<file path="src/design/dwd_pkg.sv">
// shared constants and types for the distance weighted drag unit
package dwd_pkg;

    // fixed field widths
    localparam int unsigned CoordW = 32;
    localparam int unsigned DistW  = 33;
    localparam int unsigned MagW   = 33;
    localparam int unsigned ProdW  = 2 * MagW;
    localparam int unsigned IndexW = 6;
    localparam int unsigned OpW    = 2;
    localparam int unsigned CfgIdxW = 2;

    // default store depth
    localparam int unsigned MaxPointsDefault = 64;

    // operation codes
    typedef enum logic [OpW-1:0] {
        OP_CLEAR = 2'd0,
        OP_LOAD  = 2'd1,
        OP_DRAG  = 2'd2,
        OP_NONE  = 2'd3
    } op_t;

    // configuration register indexes
    typedef enum logic [CfgIdxW-1:0] {
        CFG_FAR_MODE = 2'd0,
        CFG_ANCHOR_X = 2'd1,
        CFG_ANCHOR_Y = 2'd2,
        CFG_SPARE    = 2'd3
    } cfg_idx_t;

endpackage

</file>
<file path="src/design/dwd_mul.sv">
// sequential shift-add multiplier, one multiplier bit per cycle
module dwd_mul (
    input  logic                     aclk,
    input  logic                     aresetn,
    input  logic                     start,
    input  logic [dwd_pkg::MagW-1:0]  a,
    input  logic [dwd_pkg::MagW-1:0]  b,
    output logic                     done,
    output logic [dwd_pkg::ProdW-1:0] prod
);
    import dwd_pkg::*;

    localparam int unsigned CntW = $clog2(MagW + 1);

    logic              busy_reg;
    logic              done_reg;
    logic [CntW-1:0]   cnt_reg;
    logic [MagW-1:0]   a_reg;
    logic [ProdW-1:0]  p_reg;
    logic [MagW:0]     sum;

    // partial sum on the upper half
    assign sum = {1'b0, p_reg[ProdW-1:MagW]} + (p_reg[0] ? {1'b0, a_reg} : '0);

    // control
    always_ff @(posedge aclk) begin
        if (!aresetn) begin
            busy_reg <= 1'b0;
            done_reg <= 1'b0;
            cnt_reg  <= '0;
        end else begin
            done_reg <= 1'b0;
            if (start) begin
                busy_reg <= 1'b1;
                cnt_reg  <= '0;
            end else if (busy_reg) begin
                cnt_reg <= cnt_reg + 1'b1;
                if (cnt_reg == CntW'(MagW - 1)) begin
                    busy_reg <= 1'b0;
                    done_reg <= 1'b1;
                end
            end
        end
    end

    // datapath
    always_ff @(posedge aclk) begin
        if (start) begin
            a_reg <= a;
            p_reg <= {{MagW{1'b0}}, b};
        end else if (busy_reg) begin
            p_reg <= {sum, p_reg[MagW-1:1]};
        end
    end

    assign done = done_reg;
    assign prod = p_reg;

endmodule

</file>
<file path="config.mk">
export PLATFORM = sky130hd
export DESIGN_NAME = dwd_mul
export DESIGN_NICKNAME = d
export VERILOG_FILES = /design/src/design/dwd_pkg.sv /design/src/design/dwd_mul.sv
export SDC_FILE = /design/constraint.sdc
export NUM_CORES = 1
export LEC_CHECK = 0
export BUFFER_PORTS_ARGS = -buffer_cell sky130_fd_sc_hd__buf_2
export CORE_UTILIZATION = 55
export DETAILED_ROUTE_END_ITERATION = 12
export GPL_TIMING_DRIVEN = 0
export HOLD_SLACK_MARGIN = 0.06
export PLACE_DENSITY = 0.9
export SYNTH_ARGS = -nofsm -noshare
export SYNTH_HDL_FRONTEND = slang
export SYNTH_SLANG_ARGS = --single-unit
</file>
<file path="constraint.sdc">
create_clock -name aclk -period 5.3 [get_ports aclk]
set_input_delay 0.795 -clock aclk [delete_from_list [all_inputs] [get_ports aclk]]
set_output_delay 0.795 -clock aclk [all_outputs]
set_load 0.05 [all_outputs]
</file>
Word-level counts from Yosys, hierarchy flattened
Cells that the tools add are included.

word-level totals
  memories = 0
  bits in registers = 107
  RAM bits = 0
  word-level logic and storage cells = 21
  output and inout bits = 67
  bits in read-only memories = 0
  bits in latches = 0
  bits of input ports = 69

cells by class
  bitwise gates (word level) = 2
  eq/ne operators = 1
  $add $sub $neg = 2
  muxes and demuxes = 7
  $lt $le $gt $ge = 0
  shift operators = 0
  multiply operators = 0
  div/mod/pow operators = 0
  reductions and logical operators = 3

operators by type and width
  cell                   number
  $mux W33               3
  $add A33 B33 Y34       1
  $add A6 B1 Y6 const B  1
  $eq A6 B6 Y1 const B   1
  $mux W1                4
  $reduce_or A3 Y1       1
  $not A1 Y1             2
  $reduce_bool A2 Y1     1
  $reduce_or A2 Y1       1

Longest topological paths before layout
  depth in word-level cells = 4
  depth in mapped cells = 12
  mapped depth without buffers = 12

Worst setup path after synthesis
Ideal clock, no wire load.

  path type = reg2reg
  start point = reg p_reg[0] (netlist: prod[0])
  end point = reg p_reg[62] (netlist: prod[62])
  stages on the path, launching flop included = 13
  slack = 2.143 ns
  setup time = 0.125 ns
  arrival time = 3.032 ns
  cell sequence = edfxtp_1 and2_1 ha_1 inv_1 fa_1 and2b_1 o2111ai_1 a2111oi_0 o41a_1 nand4_1 a21oi_1 mux2i_1 nand3_1

between the ends
  longest elaborated chain between the ends = 2

ends and longest elaborated chain
  item                      line           RTL
  start: declaration        dwd_mul.sv:19  logic [ProdW-1:0] p_reg;
  start signal: assignment  dwd_mul.sv:50  p_reg <= {{MagW{1'b0}}, b};
  start signal: assignment  dwd_mul.sv:52  p_reg <= {sum, p_reg[MagW-1:1]};
  $mux W33                  dwd_mul.sv:23  assign sum = {1'b0, p_reg[ProdW-1:MagW]} + (p_reg[0] ? {1'b0, a_reg} : '0);
  $add A33 B33 Y34          dwd_mul.sv:23

No other way between the ends.
A chain may end at the register's enable or synchronous reset.

Final worst setup path
Same ends and word-level chain as after synthesis.

==> results_dict.tcl <==
set metrics [dict create \
    cp-start-kind "flop" \
    drc 0 \
    synthArstFlopShare 0 \
    switchingPower_uw 748 \
    final_layout_size_suffix_gt1_frac 0.304 \
    synth_flop_cell "edfxtp_1" \
    period_minus_slack_ns 3.76 \
    seqPwrFrac 0.467 \
    crit_fanout 10 \
    postLayoutCellArea_sq_mm 0.00701 \
    fmax_mhz 266 \
    synth_cell_types 65 \
    top_layer "met4" \
    yosys_warnings 0 \
    area_growth_pct 17.9 \
    place_inst 821 \
    first_pass_iters 5 \
    fin_worst_skew_ns 0.0171 \
    m1WireLength_um 5970 \
    wire_per_inst_um 17.4 \
    wl_um 14600 \
    whs_ns 0.485 \
    grt-ovfl-total 0 \
    path_clk_slew_ns 0.11 \
    crit_required_ns 5.60 \
    synth_fa_ha_area_frac 0.0770 \
    synth_compound_area_frac 0.144 \
    syn-instance-count 550 \
    place_hpwl_um 11000 \
    power_density_mw_per_mm2 307 \
    final_cells 837 \
    htree_levels 3 \
    initial_core_util 0.571 \
    vdd_ir_drop_max_mv 0.217 \
    synthMuxAreaShare 0.0843 \
    clkPwrFrac 0.256 \
    crit_buf_inv 1 \
    final_core_util 0.673 \
    cp_slowest_cell "a2111oi_0" \
    placed_cell_area_sq_mm 0.00680 \
    arrival_ns 4.06 \
    grt_pass1_wl_um 23300 \
    cts_root_buffer "clkbuf_8" \
    synth_edf_count 66 \
    hold_violations 0 \
    io_pins 136 \
    drtIter0Drc 310 \
    synthSimpleGateAreaFrac 0.144 \
    worst_pin_slew_ns 1.20 \
    grt_pass1_vias 4891 \
    clk_latency_ns 0.40 \
    numCtsBuffers 9 \
    post-cts-setup-buffer-count 0 \
    relSlewSlack 0.200 \
    synth_top_family_by_area "simple AND/OR/NAND/NOR gates" \
    setup_ws_ns 1.54 \
    dieArea_sq_mm 0.0112 \
    seq_area_frac_synth 0.471 \
    intPower_mw 1.41 \
    grt.total_usage 0.266 \
    finalWeightedCongestion 0.901 \
    route.met2.wl_um 7160 \
    power.total_mw 2.16 \
    hold_buffers 0 \
    cts_resized 0 \
    min_path_type "reg -> reg" \
    vias 4885 \
    syn_avg_cell_area_sq_um 10.8 \
    crit_family "compound AO/OA/AOI/OAI gates" \
    crit_chain "clkbuf_1 > nand2_1 > fa_1 > and2b_1 > o2111ai_1 > a2111oi_0 > o41a_1 > nand4_1 > a21oi_1 > mux2i_1 > nand3_1" \
    cts_tree "built" \
    cts_max_path_buffers 2 \
    final_nets 801 \
    sw_frac_of_total 0.347 \
    antenna_found_initial 0 \
    period_share 0.710 \
    dr_wl_met3_um 1060 \
    p_leak_nw 3.09 \
    row_count 37 \
    antenna_cells 0 \
    largest_register_ff_count 66 \
    maxCapViolCount 0 \
    setup_viol 0 \
    slowest_delay_ns 0.70 \
    die_w_um 106 \
    critPathCaptureType "flop" \
    slew_viol_final 0 \
    fin_setup_tns_ns 0 \
    dieHeight_um 106 \
    clock_sinks 107 \
    combPwrFrac 0.277 \
    critPathKind "reg -> reg" \
    rsz0062_at_grt "no" \
    ys_ff_latch 107 \
    core_area_sq_mm 0.0104 \
    synthesis.area_sq_mm 0.00595 \
    synth_fp_nets 655 \
    final_antenna_net_count 0 \
    drt-vias-per-instance 5.84 \
    place_ws_ns 1.56 \
    io_buffers 135 \
    synth_xor_area_frac 0.0427 \
    grt_max_degree 35 \
    status "complete, no violations" \
]
==> final timing paths <==
path / slack (ns) / endpoint / start / depth (start not counted)
max: 1.54 / prod[62] / prod[0] / 11
min: 0.49 / prod[59] / prod[59] / 2
max reg2reg: 1.54 / prod[62] / prod[0] / 11
min reg2reg: 0.49 / prod[59] / prod[59] / 2
==> cells in the final DEF, fill, tap and decap left out, types with 15 or more instances in the layout <==
| master | instances |
|---|---|
| edfxtp_1 | 66 |
| and2_1 | 33 |
| o21ai_0 | 21 |
| buf_2 | 136 |
| ha_1 | 35 |
| a21oi_1 | 33 |
| nand2_1 | 41 |
| xor2_1 | 15 |
| nor2_1 | 41 |
| dfxtp_1 | 41 |
| mux2_2 | 33 |
==> worst register-to-register path, cell delays in order (launching register included) <==
cell and delay (ns):
edfxtp_1 0.48, clkbuf_1 0.37, nand2_1 0.17, fa_1 0.44, and2b_1 0.28, o2111ai_1 0.20, a2111oi_0 0.70, o41a_1 0.28
nand4_1 0.18, a21oi_1 0.25, mux2i_1 0.23, nand3_1 0.09
==> layout make-up <==
cell class | count | area [sq um]
flip-flops and latches | 107 | 2800
multi-input cells | 404 | 2930
well taps | 136 | 170
clock buffers | 10 | 138
fillers | 837 | 3400
inverters | 12 | 45.0
repair buffers | 135 | 676
plain buffers | 27 | 174
clock inverters | 6 | 78.8
==> synthesized netlist by cell type, types with 2 or more instances <==
cell type,count,area share
nand2b_1,5,0.0053
a31oi_1,5,0.0053
and2_1,33,0.035
o2111ai_1,3,0.0044
buf_6,2,0.0038
mux2_2,33,0.062
a21o_2,4,0.0059
nor2b_1,7,0.0074
ha_1,35,0.074
clkbuf_2,2,0.0017
o41a_1,2,0.0038
o21bai_1,3,0.0038
a21o_1,13,0.016
a221o_1,3,0.0050
nand3_1,10,0.0084
a211oi_2,2,0.0042
o21ai_0,21,0.018
mux2i_1,13,0.022
clkbuf_1,14,0.0088
o2111a_1,2,0.0038
buf_4,2,0.0025
a22oi_1,2,0.0025
dfxtp_1,41,0.14
nand2_1,41,0.026
a21oi_1,33,0.028
and3_1,3,0.0032
buf_1,3,0.0019
nand4_1,10,0.011
o21a_1,4,0.0050
or3_1,3,0.0032
inv_1,12,0.0076
edfxtp_1,66,0.33
a211oi_1,6,0.0076
xnor2_1,14,0.021
a211o_1,2,0.0029
nor3_1,6,0.0050
a21oi_2,3,0.0044
o21ai_1,6,0.0050
xor2_1,15,0.022
nor2_1,41,0.026
==> cells by family (layout without fill, tap and decap cells) <==
logic type                 Yosys count  in the layout
xor gates and xnor gates            29             29
buffers and inverters               39            190
AOI/OAI and AO/OA                  124            124
muxes                               46             46
adders and majority gates           36             36
and+or+nand+nor                    169            169
DFF                                107            107
==> power by group through the flow <==
stage / sequential, mW / combinational, mW / clock [mW]
floorplan: 1.18 / 0.277 / 0
global placement: 1.02 / 0.575 / 0
detailed placement: 1.02 / 0.592 / 0
CTS: 1.01 / 0.595 / 0.561
global route: 1.01 / 0.639 / 0.586
finish: 1.01 / 0.596 / 0.552
==> layer usage <==
layer / up-vias / global-route usage
met5: - / 0
met4: 0 / 0.0942
met3: 43 / 0.0760
met2: 213 / 0.472
met1: 2321 / 0.305
li1: 2308 / -
Note: power is estimated with default switching activity, not from simulation.
