**src/design/dwd_pkg.sv**
```systemverilog
// shared constants and types for the distance weighted drag unit
package dwd_pkg;

    // fixed field widths
    localparam int unsigned CoordW = 32;
    localparam int unsigned DistW  = 33;
    localparam int unsigned MagW   = 33;
    localparam int unsigned ProdW  = 2 * MagW;
    localparam int unsigned IndexW = 6;
    localparam int unsigned OpW    = 2;
    localparam int unsigned CfgIdxW = 2;

    // default store depth
    localparam int unsigned MaxPointsDefault = 64;

    // operation codes
    typedef enum logic [OpW-1:0] {
        OP_CLEAR = 2'd0,
        OP_LOAD  = 2'd1,
        OP_DRAG  = 2'd2,
        OP_NONE  = 2'd3
    } op_t;

    // configuration register indexes
    typedef enum logic [CfgIdxW-1:0] {
        CFG_FAR_MODE = 2'd0,
        CFG_ANCHOR_X = 2'd1,
        CFG_ANCHOR_Y = 2'd2,
        CFG_SPARE    = 2'd3
    } cfg_idx_t;

endpackage

```
**src/design/dwd_sqrt.sv**
```systemverilog
// digit-by-digit integer square root, two operand bits per cycle
module dwd_sqrt (
    input  logic                     aclk,
    input  logic                     aresetn,
    input  logic                     start,
    input  logic [dwd_pkg::ProdW-1:0] operand,
    output logic                     done,
    output logic [dwd_pkg::DistW-1:0] root
);
    import dwd_pkg::*;

    localparam int unsigned Steps = ProdW / 2;
    localparam int unsigned CntW  = $clog2(Steps + 1);
    localparam int unsigned RemW  = DistW + 4;

    logic              busy_reg;
    logic              done_reg;
    logic [CntW-1:0]   cnt_reg;
    logic [ProdW-1:0]  op_reg;
    logic [DistW-1:0]  root_reg;
    logic [RemW-1:0]   rem_reg;
    logic [RemW-1:0]   rem_sh;
    logic [RemW-1:0]   trial;
    logic              fits;

    // trial subtraction for the next root bit
    assign rem_sh = {rem_reg[RemW-3:0], op_reg[ProdW-1:ProdW-2]};
    assign trial  = {2'b00, root_reg, 2'b01};
    assign fits   = rem_sh >= trial;

    // control
    always_ff @(posedge aclk) begin
        if (!aresetn) begin
            busy_reg <= 1'b0;
            done_reg <= 1'b0;
            cnt_reg  <= '0;
        end else begin
            done_reg <= 1'b0;
            if (start) begin
                busy_reg <= 1'b1;
                cnt_reg  <= '0;
            end else if (busy_reg) begin
                cnt_reg <= cnt_reg + 1'b1;
                if (cnt_reg == CntW'(Steps - 1)) begin
                    busy_reg <= 1'b0;
                    done_reg <= 1'b1;
                end
            end
        end
    end

    // datapath
    always_ff @(posedge aclk) begin
        if (start) begin
            op_reg   <= operand;
            root_reg <= '0;
            rem_reg  <= '0;
        end else if (busy_reg) begin
            op_reg   <= {op_reg[ProdW-3:0], 2'b00};
            root_reg <= {root_reg[DistW-2:0], fits};
            rem_reg  <= fits ? rem_sh - trial : rem_sh;
        end
    end

    assign done = done_reg;
    assign root = root_reg;

endmodule

```
**config.mk**
```make
export PLATFORM = sky130hd
export DESIGN_NAME = dwd_sqrt
export DESIGN_NICKNAME = d
export VERILOG_FILES = /design/src/design/dwd_pkg.sv /design/src/design/dwd_sqrt.sv
export SDC_FILE = /design/constraint.sdc
export NUM_CORES = 1
export LEC_CHECK = 0
export BUFFER_PORTS_ARGS = -buffer_cell sky130_fd_sc_hd__buf_2
export CORE_MARGIN = 2
export CORE_UTILIZATION = 55
export CTS_CLUSTER_DIAMETER = 200
export DETAILED_ROUTE_END_ITERATION = 10
export GPL_ROUTABILITY_DRIVEN = 0
export PLACE_DENSITY = 0.74
export REMOVE_ABC_BUFFERS = 1
export SLEW_MARGIN = 25
export SYNTH_ARGS = -nofsm -noshare
export SYNTH_HDL_FRONTEND = slang
export SYNTH_SLANG_ARGS = --single-unit
export TNS_END_PERCENT = 5
```
**constraint.sdc**
```tcl
create_clock -name aclk -period 7.2 [get_ports aclk]
set_input_delay 1.44 -clock aclk [delete_from_list [all_inputs] [get_ports aclk]]
set_output_delay 1.44 -clock aclk [all_outputs]
set_load 0.05 [all_outputs]
```
### After elaboration in Yosys (flattened, before gate mapping)

Cells that the tools add are included.

* output and inout bits: 34
* logic and storage cells: 22
* input port bits: 69
* register bits: 142

* eq/ne operators: 1
* muxes and demuxes: 7
* magnitude comparators: 1
* add/subtract/negate cells: 2
* bitwise logic cells: 2
* reduce and logical (&&, ||, !) cells: 3

Operators with widths (count)
* two-way mux 66 bit: 2
* greater-or-equal comparator 37 x 35 -> 1 bit: 1
* two-way mux 35 bit: 1
* subtractor 35 bit: 1
* adder 6 x 1 -> 6 bit, second input constant: 1
* == test 6 bit, second input constant: 1
* two-way mux 1 bit: 4
* OR reduction 3 bit: 1
* NOT 1 bit: 2
* nonzero test 2 bit: 1
* OR reduction 2 bit: 1

### Longest topological paths before layout

* word-level depth: 4
* depth in mapped cells: 13
* mapped depth without buffers: 11

### Worst setup path after synthesis

No wires, ideal clock.

* path type: in2reg
* from: input port start
* to: register op_reg[0] (enable)
* arrival time: 3.397 ns
* path slack: 3.383 ns
* cell stages on the path: 4
* path buffers: 2
* setup time: 0.420 ns
* data required time: 6.780 ns
* cell sequence: clkbuf_1 -> clkbuf_1 -> nor2_1 -> inv_1

* word-level cells in the longest chain between the ends: 1

Ends and longest elaborated chain
* start, declared: line dwd_sqrt.sv:5 `input logic start,`
* nonzero test 2 bit (no line)
* end signal, assigned: line dwd_sqrt.sv:55 `op_reg <= operand;`
* end signal, assigned: line dwd_sqrt.sv:59 `op_reg <= {op_reg[ProdW-3:0], 2'b00};`
* end, declared: line dwd_sqrt.sv:19 `logic [ProdW-1:0] op_reg;`

Every way passes these cells.
A chain may end at the register's enable or synchronous reset.

### Worst setup path after layout

* from: register root_reg[14], in the netlist root[14]
* to: register rem_reg[28]

* word-level cells in the longest chain between the ends: 2

Ends and longest elaborated chain
* start, declared: line dwd_sqrt.sv:20 `logic [DistW-1:0] root_reg;`
* start signal, assigned: line dwd_sqrt.sv:60 `root_reg <= {root_reg[DistW-2:0], fits};`
* subtractor 35 bit / greater-or-equal comparator 37 x 35 -> 1 bit (equally long branches): line dwd_sqrt.sv:61, dwd_sqrt.sv:29
* two-way mux 35 bit (*): line dwd_sqrt.sv:61 `rem_reg <= fits ? rem_sh - trial : rem_sh;`
* end signal, assigned: line dwd_sqrt.sv:61
* end, declared: line dwd_sqrt.sv:21 `logic [RemW-1:0] rem_reg;`

Every way passes the cells marked *; elsewhere a longest branch is shown, timed or not.

==> impl_results.md <==
* Period minus WS final at 3.470 ns
* Vias at 5,791
* Syn Area/Cell at approximately 10 sq um
* Post-Place Setup Slack at 3.742 ns
* Max-cap violations at 0
* RSZ-0062 raised after global routing: no
* Worst-case clock buffer depth at 2
* Core Box Area at between 0.01 and 0.015 sq mm
* Final WL at 15.63 mm
* Sequential area share after synthesis at 0.4521
* Die width at between 100 and 150 um
* Async SR Flop Fraction at 0
* Status: completed
* VDD IR max at 0.0002335 V
* Post-synth EDFFs at 66
* Slowest cell delay on critical path at 0.47 ns
* Int Pwr at 2.342 mW
* Path type of the worst min-delay path: flop to flop
* Slew Limit Fails at 0
* Site Rows at 43
* Number of buffers created by CTS at 17
* CTS root buffer: clkbuf_16
* Worst EP required at ~7.5 ns
* Cells after synthesis at 756
* Yosys cell types at 60
* R2R cell count at 12
* H-tree depth at 4
* Gr usage total at 0.2177
* Initial Util at 0.5604
* Post-CTS Setup Inserts at 0
* Slew HR at 0.4678
* Nets@finish at roughly 950
* Number of global-route vias before repair at ~5,600
* Final Cycle Share at 0.4820
* Crit-path max FO at 28
* Layout cells sized above 1 at 0.2479
* Area delta synth->final at 15.97%
* Min-Delay Path Depth at 2
* Initial antenna violation count at 0
* Clk sink count at 142
* Sw Pwr at 1.388 mW
* Netlist Area Pre-Place at 0.007749 sq mm
* Combinational share of power at 0.471
* Clk pin slew, worst setup/hold paths at 0.06 ns
* Nature of the critical path startpoint: flop
* I/O pin count at 103
* Starting DRC count in detailed routing at approximately 270
* Vias per cell at ~5.6
* Largest net degree at the start of global routing at 93
* Power Density at around 420 mW/mm^2
* Clock share of power at 0.252
* First-pass GRT wire length at between 20 and 30 mm
* Fin Setup TNS at 0 ns
* Post-DP HPWL at 10.66 mm
* Port bufs at a little over 100
* FMAX at 288.2 MHz
* Final Skew at 0.007964 ns
* Pleak at 3.684 nW
* Pre-antenna DRT Iters at 6
* Final hold vios at 0
* Ys flop type: dfxtp_1
* Switch share at 0.3721
* Critical-path cell list: inv_1 -> ha_1 -> a21oi_1 -> o22ai_1 -> o311ai_1 -> a31oi_1 -> o2111ai_1 -> a21oi_2 -> nor2_4 -> buf_4 -> mux2i_1 -> a211oi_1
* # setup viols final at 0
* CP max stage cell: buf_4
* CTS tree: built
* Seq cells post-synth at 142
* Register share of total power at 0.277
* Post-cts sizing count at 0
* Filler cells at roughly 1,100
* YS warnings at 0
* Post-route ant nets at 0
* DRC viols at 0
* Routed WL per cell at 15.16 um
* Hold Buf Count CTS at 0
* Setup ws final at 3.730 ns
* GRT overflow at 0
* Die area at 0.01505 sq mm
* Worst-Skew Late Latency at 0.42 ns
* Crit Path Category: flop to flop
* Worst slew pin tran at 0.7983 ns
* Setup crit end kind: flop
* Crit path DAT at 3.75 ns
* Max reg flops at 66
* Die Y at 122.7 um
* # diodes at 0
area by class of cell:
type | instances | area, sq um | share of cell area
timing repair buffer | 106 | 546.8 | 0.06085
multi-input combinational | 525 | 3904 | 0.4344
clock buffer | 19 | 432.9 | 0.04818
clock inverter | 12 | 193.9 | 0.02158
sequential | 142 | 3507 | 0.3903
tap | 180 | 225.2 | 0.02506
inverter | 47 | 176.4 | 0.01963
placed cells by master (no fill, tap or decap), drive strengths merged, types with 3 or more instances in the layout:
cell type	n
a311oi	5
o31ai	6
o21a	4
nor2	88
xor2	13
clkbuf	19
nand3	8
a21o	11
nand4	11
bufinv	5
nor2b	5
inv	47
dfxtp	76
or4	3
nand2	37
a31oi	5
nor4	3
a211oi	24
xnor2	21
edfxtp	66
or2	6
a22oi	4
a21oi	37
buf	106
clkinv	7
ha	37
mux2i	58
o21ai	27
o221ai	4
and2	4
mux2	64
or3	3
nor3	12
per-stage QoR:
step                      instance area [sq um]    util  power, mW  hold WS [ns]  std cells
final                                      8986  0.6499      3.731        0.4899       1031
after global routing                       8986  0.6499      3.965        0.5196       1031
after CTS                                  8982  0.6496      3.741        0.4933       1031
after detailed placement                   8356  0.6043      2.783        0.4858       1000
after global placement                     8356  0.6043      2.749        0.4623       1000
after floorplan                            7579       -      2.438        0.4456        714
Yosys cell counts, drive strengths merged (3+ instances only):
cell type	instances	area share
nor3	12	0.0078
nand4	11	0.0089
xor2	13	0.015
a211oi	24	0.024
a21o	11	0.011
xnor2	21	0.024
inv	47	0.023
clkbuf	31	0.015
o21ai	27	0.017
o221ai	4	0.0053
nor2	88	0.043
mux2i	58	0.075
a22oi	4	0.0039
or2	6	0.0048
nand3	8	0.0052
o21a	4	0.0039
edfxtp	66	0.26
mux2	64	0.093
and2	4	0.0032
or3	3	0.0024
o31ai	6	0.0058
ha	37	0.060
dfxtp	76	0.20
nor4	3	0.0024
nand2	37	0.018
a31oi	5	0.0040
a311oi	5	0.0065
nor2b	5	0.0040
buf	11	0.0069
or4	3	0.0034
a21oi	37	0.026
path summary, 6_finish.rpt:
path	from	endpoint	slack (ns)
worst min-delay path	rem_reg[5]	rem_reg[5]	0.49
worst max register to register	root[14]	rem_reg[28]	3.73
worst min register to register	rem_reg[5]	rem_reg[5]	0.49
worst max-delay path	root[14]	rem_reg[28]	3.73
routing by layer:
layer	global-route usage	up-vias	share of wire
met5	0	-	0
met4	0.08405	0	0.019
met3	0.08968	25	0.077
met2	0.3363	159	0.45
met1	0.2712	2711	0.45
li1	-	2896	-
critical path: cells and delay by family (launching register included):
family	cells	cell delay [ns]
AO/OA/AOI/OAI	7	1.30
buffers and inverters	2	0.53
AND/OR/NAND/NOR	1	0.43
adder cells (fa/ha/maj)	1	0.40
flip-flops	1	0.37
multiplexers	1	0.31
power by group through the flow:
stage	logic [mW]	clock network, mW	registers (mW)
2_1_floorplan	1.40	0	1.04
3_3_place_gp	1.70	0	1.05
3_5_place_dp	1.74	0	1.05
4_1_cts	1.75	0.954	1.03
5_1_grt	1.93	0.990	1.05
6_report	1.76	0.940	1.03
cells by family (layout without fill, tap and decap cells):
| group | after synthesis | in the layout | share of synthesized area |
|---|---|---|---|
| AND/OR/NAND/NOR | 189 | 189 | 0.1119 |
| AO/OA/AOI/OAI | 143 | 143 | 0.1251 |
| flip-flops | 142 | 142 | 0.4521 |
| multiplexers | 122 | 122 | 0.1679 |
| buffers and inverters | 89 | 184 | 0.04473 |
| adder cells (fa/ha/maj) | 37 | 37 | 0.05974 |
| XOR/XNOR | 34 | 34 | 0.03843 |
(Power assumes the default switching activity.)
