$ cat config.mk
export PLATFORM = sky130hd
export DESIGN_NAME = dwd_div
export DESIGN_NICKNAME = d
export VERILOG_FILES = /design/src/design/dwd_pkg.sv /design/src/design/dwd_div.sv
export SDC_FILE = /design/constraint.sdc
export NUM_CORES = 1
export LEC_CHECK = 0
export BUFFER_PORTS_ARGS = -buffer_cell sky130_fd_sc_hd__buf_4
export CORE_UTILIZATION = 25
export CTS_BUF_LIST = sky130_fd_sc_hd__clkbuf_4 sky130_fd_sc_hd__clkbuf_8
export DETAILED_ROUTE_END_ITERATION = 12
export PLACE_DENSITY_LB_ADDON = 0.25
export SYNTH_ARGS = -nofsm -noshare
export SYNTH_HDL_FRONTEND = slang
export SYNTH_SLANG_ARGS = --single-unit
$ cat constraint.sdc
create_clock -name aclk -period 4.1 [get_ports aclk]
set_input_delay 0.615 -clock aclk [delete_from_list [all_inputs] [get_ports aclk]]
set_output_delay 0.615 -clock aclk [all_outputs]
set_load 0.01 [all_outputs]
$ cat src/design/dwd_pkg.sv
// shared constants and types for the distance weighted drag unit
package dwd_pkg;

    // fixed field widths
    localparam int unsigned CoordW = 32;
    localparam int unsigned DistW  = 33;
    localparam int unsigned MagW   = 33;
    localparam int unsigned ProdW  = 2 * MagW;
    localparam int unsigned IndexW = 6;
    localparam int unsigned OpW    = 2;
    localparam int unsigned CfgIdxW = 2;

    // default store depth
    localparam int unsigned MaxPointsDefault = 64;

    // operation codes
    typedef enum logic [OpW-1:0] {
        OP_CLEAR = 2'd0,
        OP_LOAD  = 2'd1,
        OP_DRAG  = 2'd2,
        OP_NONE  = 2'd3
    } op_t;

    // configuration register indexes
    typedef enum logic [CfgIdxW-1:0] {
        CFG_FAR_MODE = 2'd0,
        CFG_ANCHOR_X = 2'd1,
        CFG_ANCHOR_Y = 2'd2,
        CFG_SPARE    = 2'd3
    } cfg_idx_t;

endpackage

$ cat src/design/dwd_div.sv
// restoring divider, one quotient bit per cycle; quotient known to fit below 2^33
module dwd_div (
    input  logic                     aclk,
    input  logic                     aresetn,
    input  logic                     start,
    input  logic [dwd_pkg::ProdW-1:0] num,
    input  logic [dwd_pkg::DistW-1:0] den,
    output logic                     done,
    output logic [dwd_pkg::MagW-1:0]  quot
);
    import dwd_pkg::*;

    localparam int unsigned Steps = ProdW - DistW + 1;
    localparam int unsigned CntW  = $clog2(Steps + 1);

    logic              busy_reg;
    logic              done_reg;
    logic [CntW-1:0]   cnt_reg;
    logic [DistW-1:0]  den_reg;
    logic [DistW-1:0]  rem_reg;
    logic [Steps-1:0]  sh_reg;
    logic [DistW:0]    rem_sh;
    logic              fits;

    // shift in the next dividend bit and compare
    assign rem_sh = {rem_reg, sh_reg[Steps-1]};
    assign fits   = rem_sh >= {1'b0, den_reg};

    // control
    always_ff @(posedge aclk) begin
        if (!aresetn) begin
            busy_reg <= 1'b0;
            done_reg <= 1'b0;
            cnt_reg  <= '0;
        end else begin
            done_reg <= 1'b0;
            if (start) begin
                busy_reg <= 1'b1;
                cnt_reg  <= '0;
            end else if (busy_reg) begin
                cnt_reg <= cnt_reg + 1'b1;
                if (cnt_reg == CntW'(Steps - 1)) begin
                    busy_reg <= 1'b0;
                    done_reg <= 1'b1;
                end
            end
        end
    end

    // datapath: upper dividend bits are already below the divisor
    always_ff @(posedge aclk) begin
        if (start) begin
            den_reg <= den;
            rem_reg <= {1'b0, num[ProdW-1:Steps]};
            sh_reg  <= num[Steps-1:0];
        end else if (busy_reg) begin
            rem_reg <= fits ? DistW'(rem_sh - {1'b0, den_reg}) : rem_sh[DistW-1:0];
            sh_reg  <= {sh_reg[Steps-2:0], fits};
        end
    end

    assign done = done_reg;
    assign quot = sh_reg[MagW-1:0];

endmodule

After elaboration in Yosys (flattened, before gate mapping)
Cells that the tools add are included.
{"block": "word_totals", "regBits": 108, "output_inout_bits": 34}
{"block": "op_classes", "addsub": 2, "n_lt_le_gt_ge": 1, "n_eq_ne": 1, "muxes": 9, "bitwise_logic": 2, "n_reduce_logical": 3}
{"operator": "two-way mux 34 bit", "count": 2}
{"operator": "two-way mux 32 bit", "count": 2}
{"operator": "greater-or-equal comparator 34 x 33 -> 1 bit", "count": 1}
{"operator": "two-way mux 33 bit", "count": 1}
{"operator": "subtractor 33 bit", "count": 1}
{"operator": "adder 6 x 1 -> 6 bit, second input constant", "count": 1}
{"operator": "== test 6 bit, second input constant", "count": 1}
{"operator": "two-way mux 1 bit", "count": 4}
{"operator": "OR reduction 3 bit", "count": 1}
{"operator": "NOT 1 bit", "count": 2}
{"operator": "nonzero test 2 bit", "count": 1}
{"operator": "OR reduction 2 bit", "count": 1}

Logic depth before layout (Yosys ltp)
{"block": "depth", "depth_word": 4, "ltp_mapped": 12, "depth_no_buf": 12}

Worst setup path before layout
OpenSTA, ideal clock, no wires.
{"block": "synth_timing", "kind": "in2reg", "start": "input port start", "end": "register rem_reg[0], enable pin", "arrival_ns": 2.515, "slack_ns": 0.882, "path_stages": 5, "path_buffers": 3, "cell_sequence": "clkbuf_1 -> inv_1 -> clkbuf_1 -> buf_1 -> nand2_1"}
{"block": "synth_between", "elab_chain_cells": 1}
{"element": "start: declaration", "line": "dwd_div.sv:5", "source": "input logic start,"}
{"element": "nonzero test 2 bit (no line)"}
{"element": "end signal: assignment", "line": "dwd_div.sv:54", "source": "rem_reg <= {1'b0, num[ProdW-1:Steps]};"}
{"element": "end signal: assignment", "line": "dwd_div.sv:57", "source": "rem_reg <= fits ? DistW'(rem_sh - {1'b0, den_reg}) : rem_sh[DistW-1:0];"}
{"element": "end: declaration", "line": "dwd_div.sv:20", "source": "logic [DistW-1:0] rem_reg;"}
Every way passes these cells.
A chain may end at the register's enable or synchronous reset.

Worst setup path after layout
{"block": "layout_timing", "start": "register rem_reg[26]", "end": "register rem_reg[16] (data pin)"}
{"block": "layout_between", "elab_chain_cells": 4}
{"element": "greater-or-equal comparator 34 x 33 -> 1 bit", "line": "dwd_div.sv:27", "source": "assign fits = rem_sh >= {1'b0, den_reg};"}
{"element": "two-way mux 33 bit", "line": "dwd_div.sv:57"}
{"element": "two-way mux 32 bit", "line": "dwd_div.sv:56", "source": "end else if (busy_reg) begin"}
{"element": "two-way mux 32 bit", "line": "dwd_div.sv:52", "source": "if (start) begin"}
Every way passes these cells. The select of a mux whose other input is x is not followed.

==> impl_metrics.env <==
export IMPL_clock_latency_ns=0.41
export IMPL_power_frac_clock=0.179
export IMPL_multiInputGateArea_um2=3080
export IMPL_layout_drive_gt1_share=0.296
export IMPL_wl_per_cell_um=16.5
export IMPL_drt_iter0_markers=356
export IMPL_worstPathRequired_ns=4.33
export IMPL_irDropWorstVdd_v=0.000197
export IMPL_hp_start="den[26]"
export IMPL_powerDensity_nw_per_um2=480
export IMPL_drtAntennaViolNets=0
export IMPL_synth_area_um2=6810
export IMPL_use_met2=0.210
export IMPL_cts_hold_buf=0
export IMPL_port_buffers=135
export IMPL_dpl_cell_area_um2=7950
export IMPL_cts_root_buffer="clkbuf_8"
export IMPL_p_comb_frac=0.438
export IMPL_dp_cells=1059
export IMPL_run_status="complete, no violations"
export IMPL_skew_ns=0.0161
export IMPL_worstSetupStartpointType="flip-flop"
export IMPL_maxCapViolations=0
export IMPL_post_place_ws_ns=0.769
export IMPL_antenna_found_initial=0
export IMPL_path_max_fanout=15
export IMPL_worstPathArrival_ns=3.61
export IMPL_finalPower_mw=3.92
export IMPL_clock_fmax_ghz=0.296
export IMPL_path_class="reg2reg"
export IMPL_report_final_slew_viol_count=0
export IMPL_fin_hold_ws_ns=0.383
export IMPL_busiest_layer="met2"
export IMPL_grt_start_max_net_pins=54
export IMPL_postCtsSetupBuffers=0
export IMPL_syn_area_per_cell_um2=10.8
export IMPL_end_kind="flip-flop"
export IMPL_synth_distinct_cells=68
export IMPL_die_x_um=167
export IMPL_place_hpwl_mm=12.8
export IMPL_final_area_um2=8160
export IMPL_drc=0
export IMPL_rows=60
export IMPL_setup_slack_ns=0.724
export IMPL_grt_pass1_wl_mm=28.5
export IMPL_rsz0062_at_grt="false"
export IMPL_core_um2=26800
export IMPL_synth_edf_count=99
export IMPL_use_met1=0.180
export IMPL_wl_mm=17.8
export IMPL_period_share=0.823
export IMPL_clk_pin_slew_ns=0.12
export IMPL_gr_usage_met3=0.0242
export IMPL_htree_num_levels=3
export IMPL_finalSetupViolations=0
export IMPL_yosysSeqAreaShare=0.463
export IMPL_slew_headroom=0.448
export IMPL_ys_async_sr_fraction=0
export IMPL_cts_tree="built"
export IMPL_p_int_mw=2.41
export IMPL_netlist_instances=631
export IMPL_synth_flop_cell="edfxtp_1"
export IMPL_synth_top_cells_by_area="edfxtp_1 (44%), ha_1 (6.4%), mux2_2 (5.5%), buf_4 (3.8%), a21oi_1 (2.7%)"
export IMPL_reg2reg_from="rem_reg[26]"
export IMPL_post_cts_resized=0
export IMPL_largest_reg_flops=34
export IMPL_syn_num_nets=769
export IMPL_setup_tns_final_ns=0
export IMPL_seqPwrFrac=0.383
export IMPL_die_y_um=167
export IMPL_numCtsBuffers=9
export IMPL_dieArea_um2=27900
export IMPL_fin_cells=1075
export IMPL_viasPerCell=4.72
export IMPL_hold_class="in2reg"
export IMPL_diodes=0
export IMPL_area_delta_synth_final_pct=20.0
export IMPL_synth_area_leader_cell="edfxtp_1"
export IMPL_overflow=0
export IMPL_yosys_warnings=0
export IMPL_tightest_slew_ns=0.825
export IMPL_final_util=0.305
export IMPL_clk_path_buf_depth=2
export IMPL_fin_nets=867
export IMPL_yosys_area_top_type_share=0.437
export IMPL_vias=5075
export IMPL_drt_pass1_iterations=5
export IMPL_track_usage=0.131
export IMPL_hold_viol_final=0
export IMPL_nFillCells=2785
export IMPL_seq_area_um2=3150
export IMPL_place_congestion=0.832
export IMPL_clock_sinks=108
export IMPL_period_needed_ns=3.38
export IMPL_switching_share=0.386
export IMPL_grt_pass1_vias=5090
export IMPL_startpoint="rem_reg[26]"
export IMPL_io_pins=136
export IMPL_leakagePower_nw=3.24
export IMPL_start_util=0.254
export IMPL_switching_power_mw=1.51
export IMPL_synth_seq_cells=108
-- routing by layer --
layer / vias up / wire, um
met5: - / 0
met4: 0 / 204
met3: 10 / 775
met2: 115 / 8320
met1: 2422 / 8460
li1: 2528 / -
-- final timing paths --
kind,to,slack (ns),cells past startpoint
max,rem_reg[16],0.72,10
min,den_reg[26],0.38,1
max reg2reg,rem_reg[16],0.72,10
min reg2reg,done,0.48,2
-- critical path: stages (launching register included) --
cell and delay [ns]:
edfxtp_1 0.42, ha_1 0.36, a21oi_2 0.31, o21ai_1 0.14, or2_1 0.28, a21oi_2 0.21, o21bai_1 0.14, a211oi_4 0.75
buf_4 0.33, a41oi_1 0.15, o31ai_1 0.11
-- power by group through the flow --
stage,logic [mW],registers [mW],clock network [mW]
floorplan,1.31,1.49,0
global placement,1.72,1.53,0
detailed placement,1.71,1.53,0
CTS,1.72,1.50,0.739
global route,1.92,1.53,0.777
finish,1.72,1.50,0.701
-- cells by family (layout without fill, tap and decap cells) --
| family | after synthesis | in the layout | synth area share |
|---|---|---|---|
| XOR/XNOR | 28 | 28 | 0.0360 |
| AND/OR/NAND/NOR | 152 | 152 | 0.113 |
| buffers and inverters | 103 | 206 | 0.0857 |
| flip-flops | 108 | 108 | 0.463 |
| adder cells (fa/ha/maj) | 36 | 36 | 0.0673 |
| multiplexers | 36 | 36 | 0.0590 |
| AO/OA/AOI/OAI | 168 | 168 | 0.175 |
-- synthesized netlist by cell type (3+ instances only) --
| cell | number |
|---|---|
| edfxtp_1 | 99 |
| inv_1 | 43 |
| nor2_1 | 38 |
| a21oi_1 | 37 |
| ha_1 | 35 |
| buf_4 | 34 |
| mux2_2 | 33 |
| nand2_1 | 29 |
| a31oi_1 | 21 |
| nand3_1 | 21 |
| o21ai_1 | 19 |
| xnor2_1 | 19 |
| clkbuf_1 | 14 |
| nand4_1 | 13 |
| o21ai_0 | 12 |
| a21o_1 | 11 |
| dfxtp_1 | 9 |
| nor3_1 | 9 |
| o31ai_1 | 9 |
| xor2_1 | 9 |
| a41oi_1 | 8 |
| and2_1 | 8 |
| nand2b_1 | 6 |
| nor2b_1 | 6 |
| a211oi_1 | 5 |
| and3_1 | 5 |
| buf_6 | 5 |
| o311ai_1 | 5 |
| buf_1 | 4 |
| o21bai_1 | 4 |
| o311ai_0 | 4 |
| or3_1 | 4 |
| a21oi_2 | 3 |
| mux2i_1 | 3 |
| o21a_1 | 3 |
-- cell type report --
type	instances	share of cell area
Inverter	43	0.0198
Timing Repair Buffer	147	0.138
Clock buffer	9	0.0152
Multi-Input combinational cell	420	0.378
Tap cell	341	0.0523
Clock inverter	7	0.0106
Sequential cell	108	0.386
-- cell usage in the layout (no fill, tap or decap), drive strengths merged, types with 10 or more instances in the layout --
| master | n |
|---|---|
| a31oi | 21 |
| inv | 46 |
| buf | 147 |
| o21ai | 31 |
| mux2 | 33 |
| a21o | 12 |
| nor2 | 40 |
| nand2 | 29 |
| o31ai | 11 |
| ha | 35 |
| nor3 | 10 |
| nand3 | 21 |
| nand4 | 13 |
| a21oi | 40 |
| xnor2 | 19 |
| edfxtp | 99 |
(Power assumes the default switching activity.)
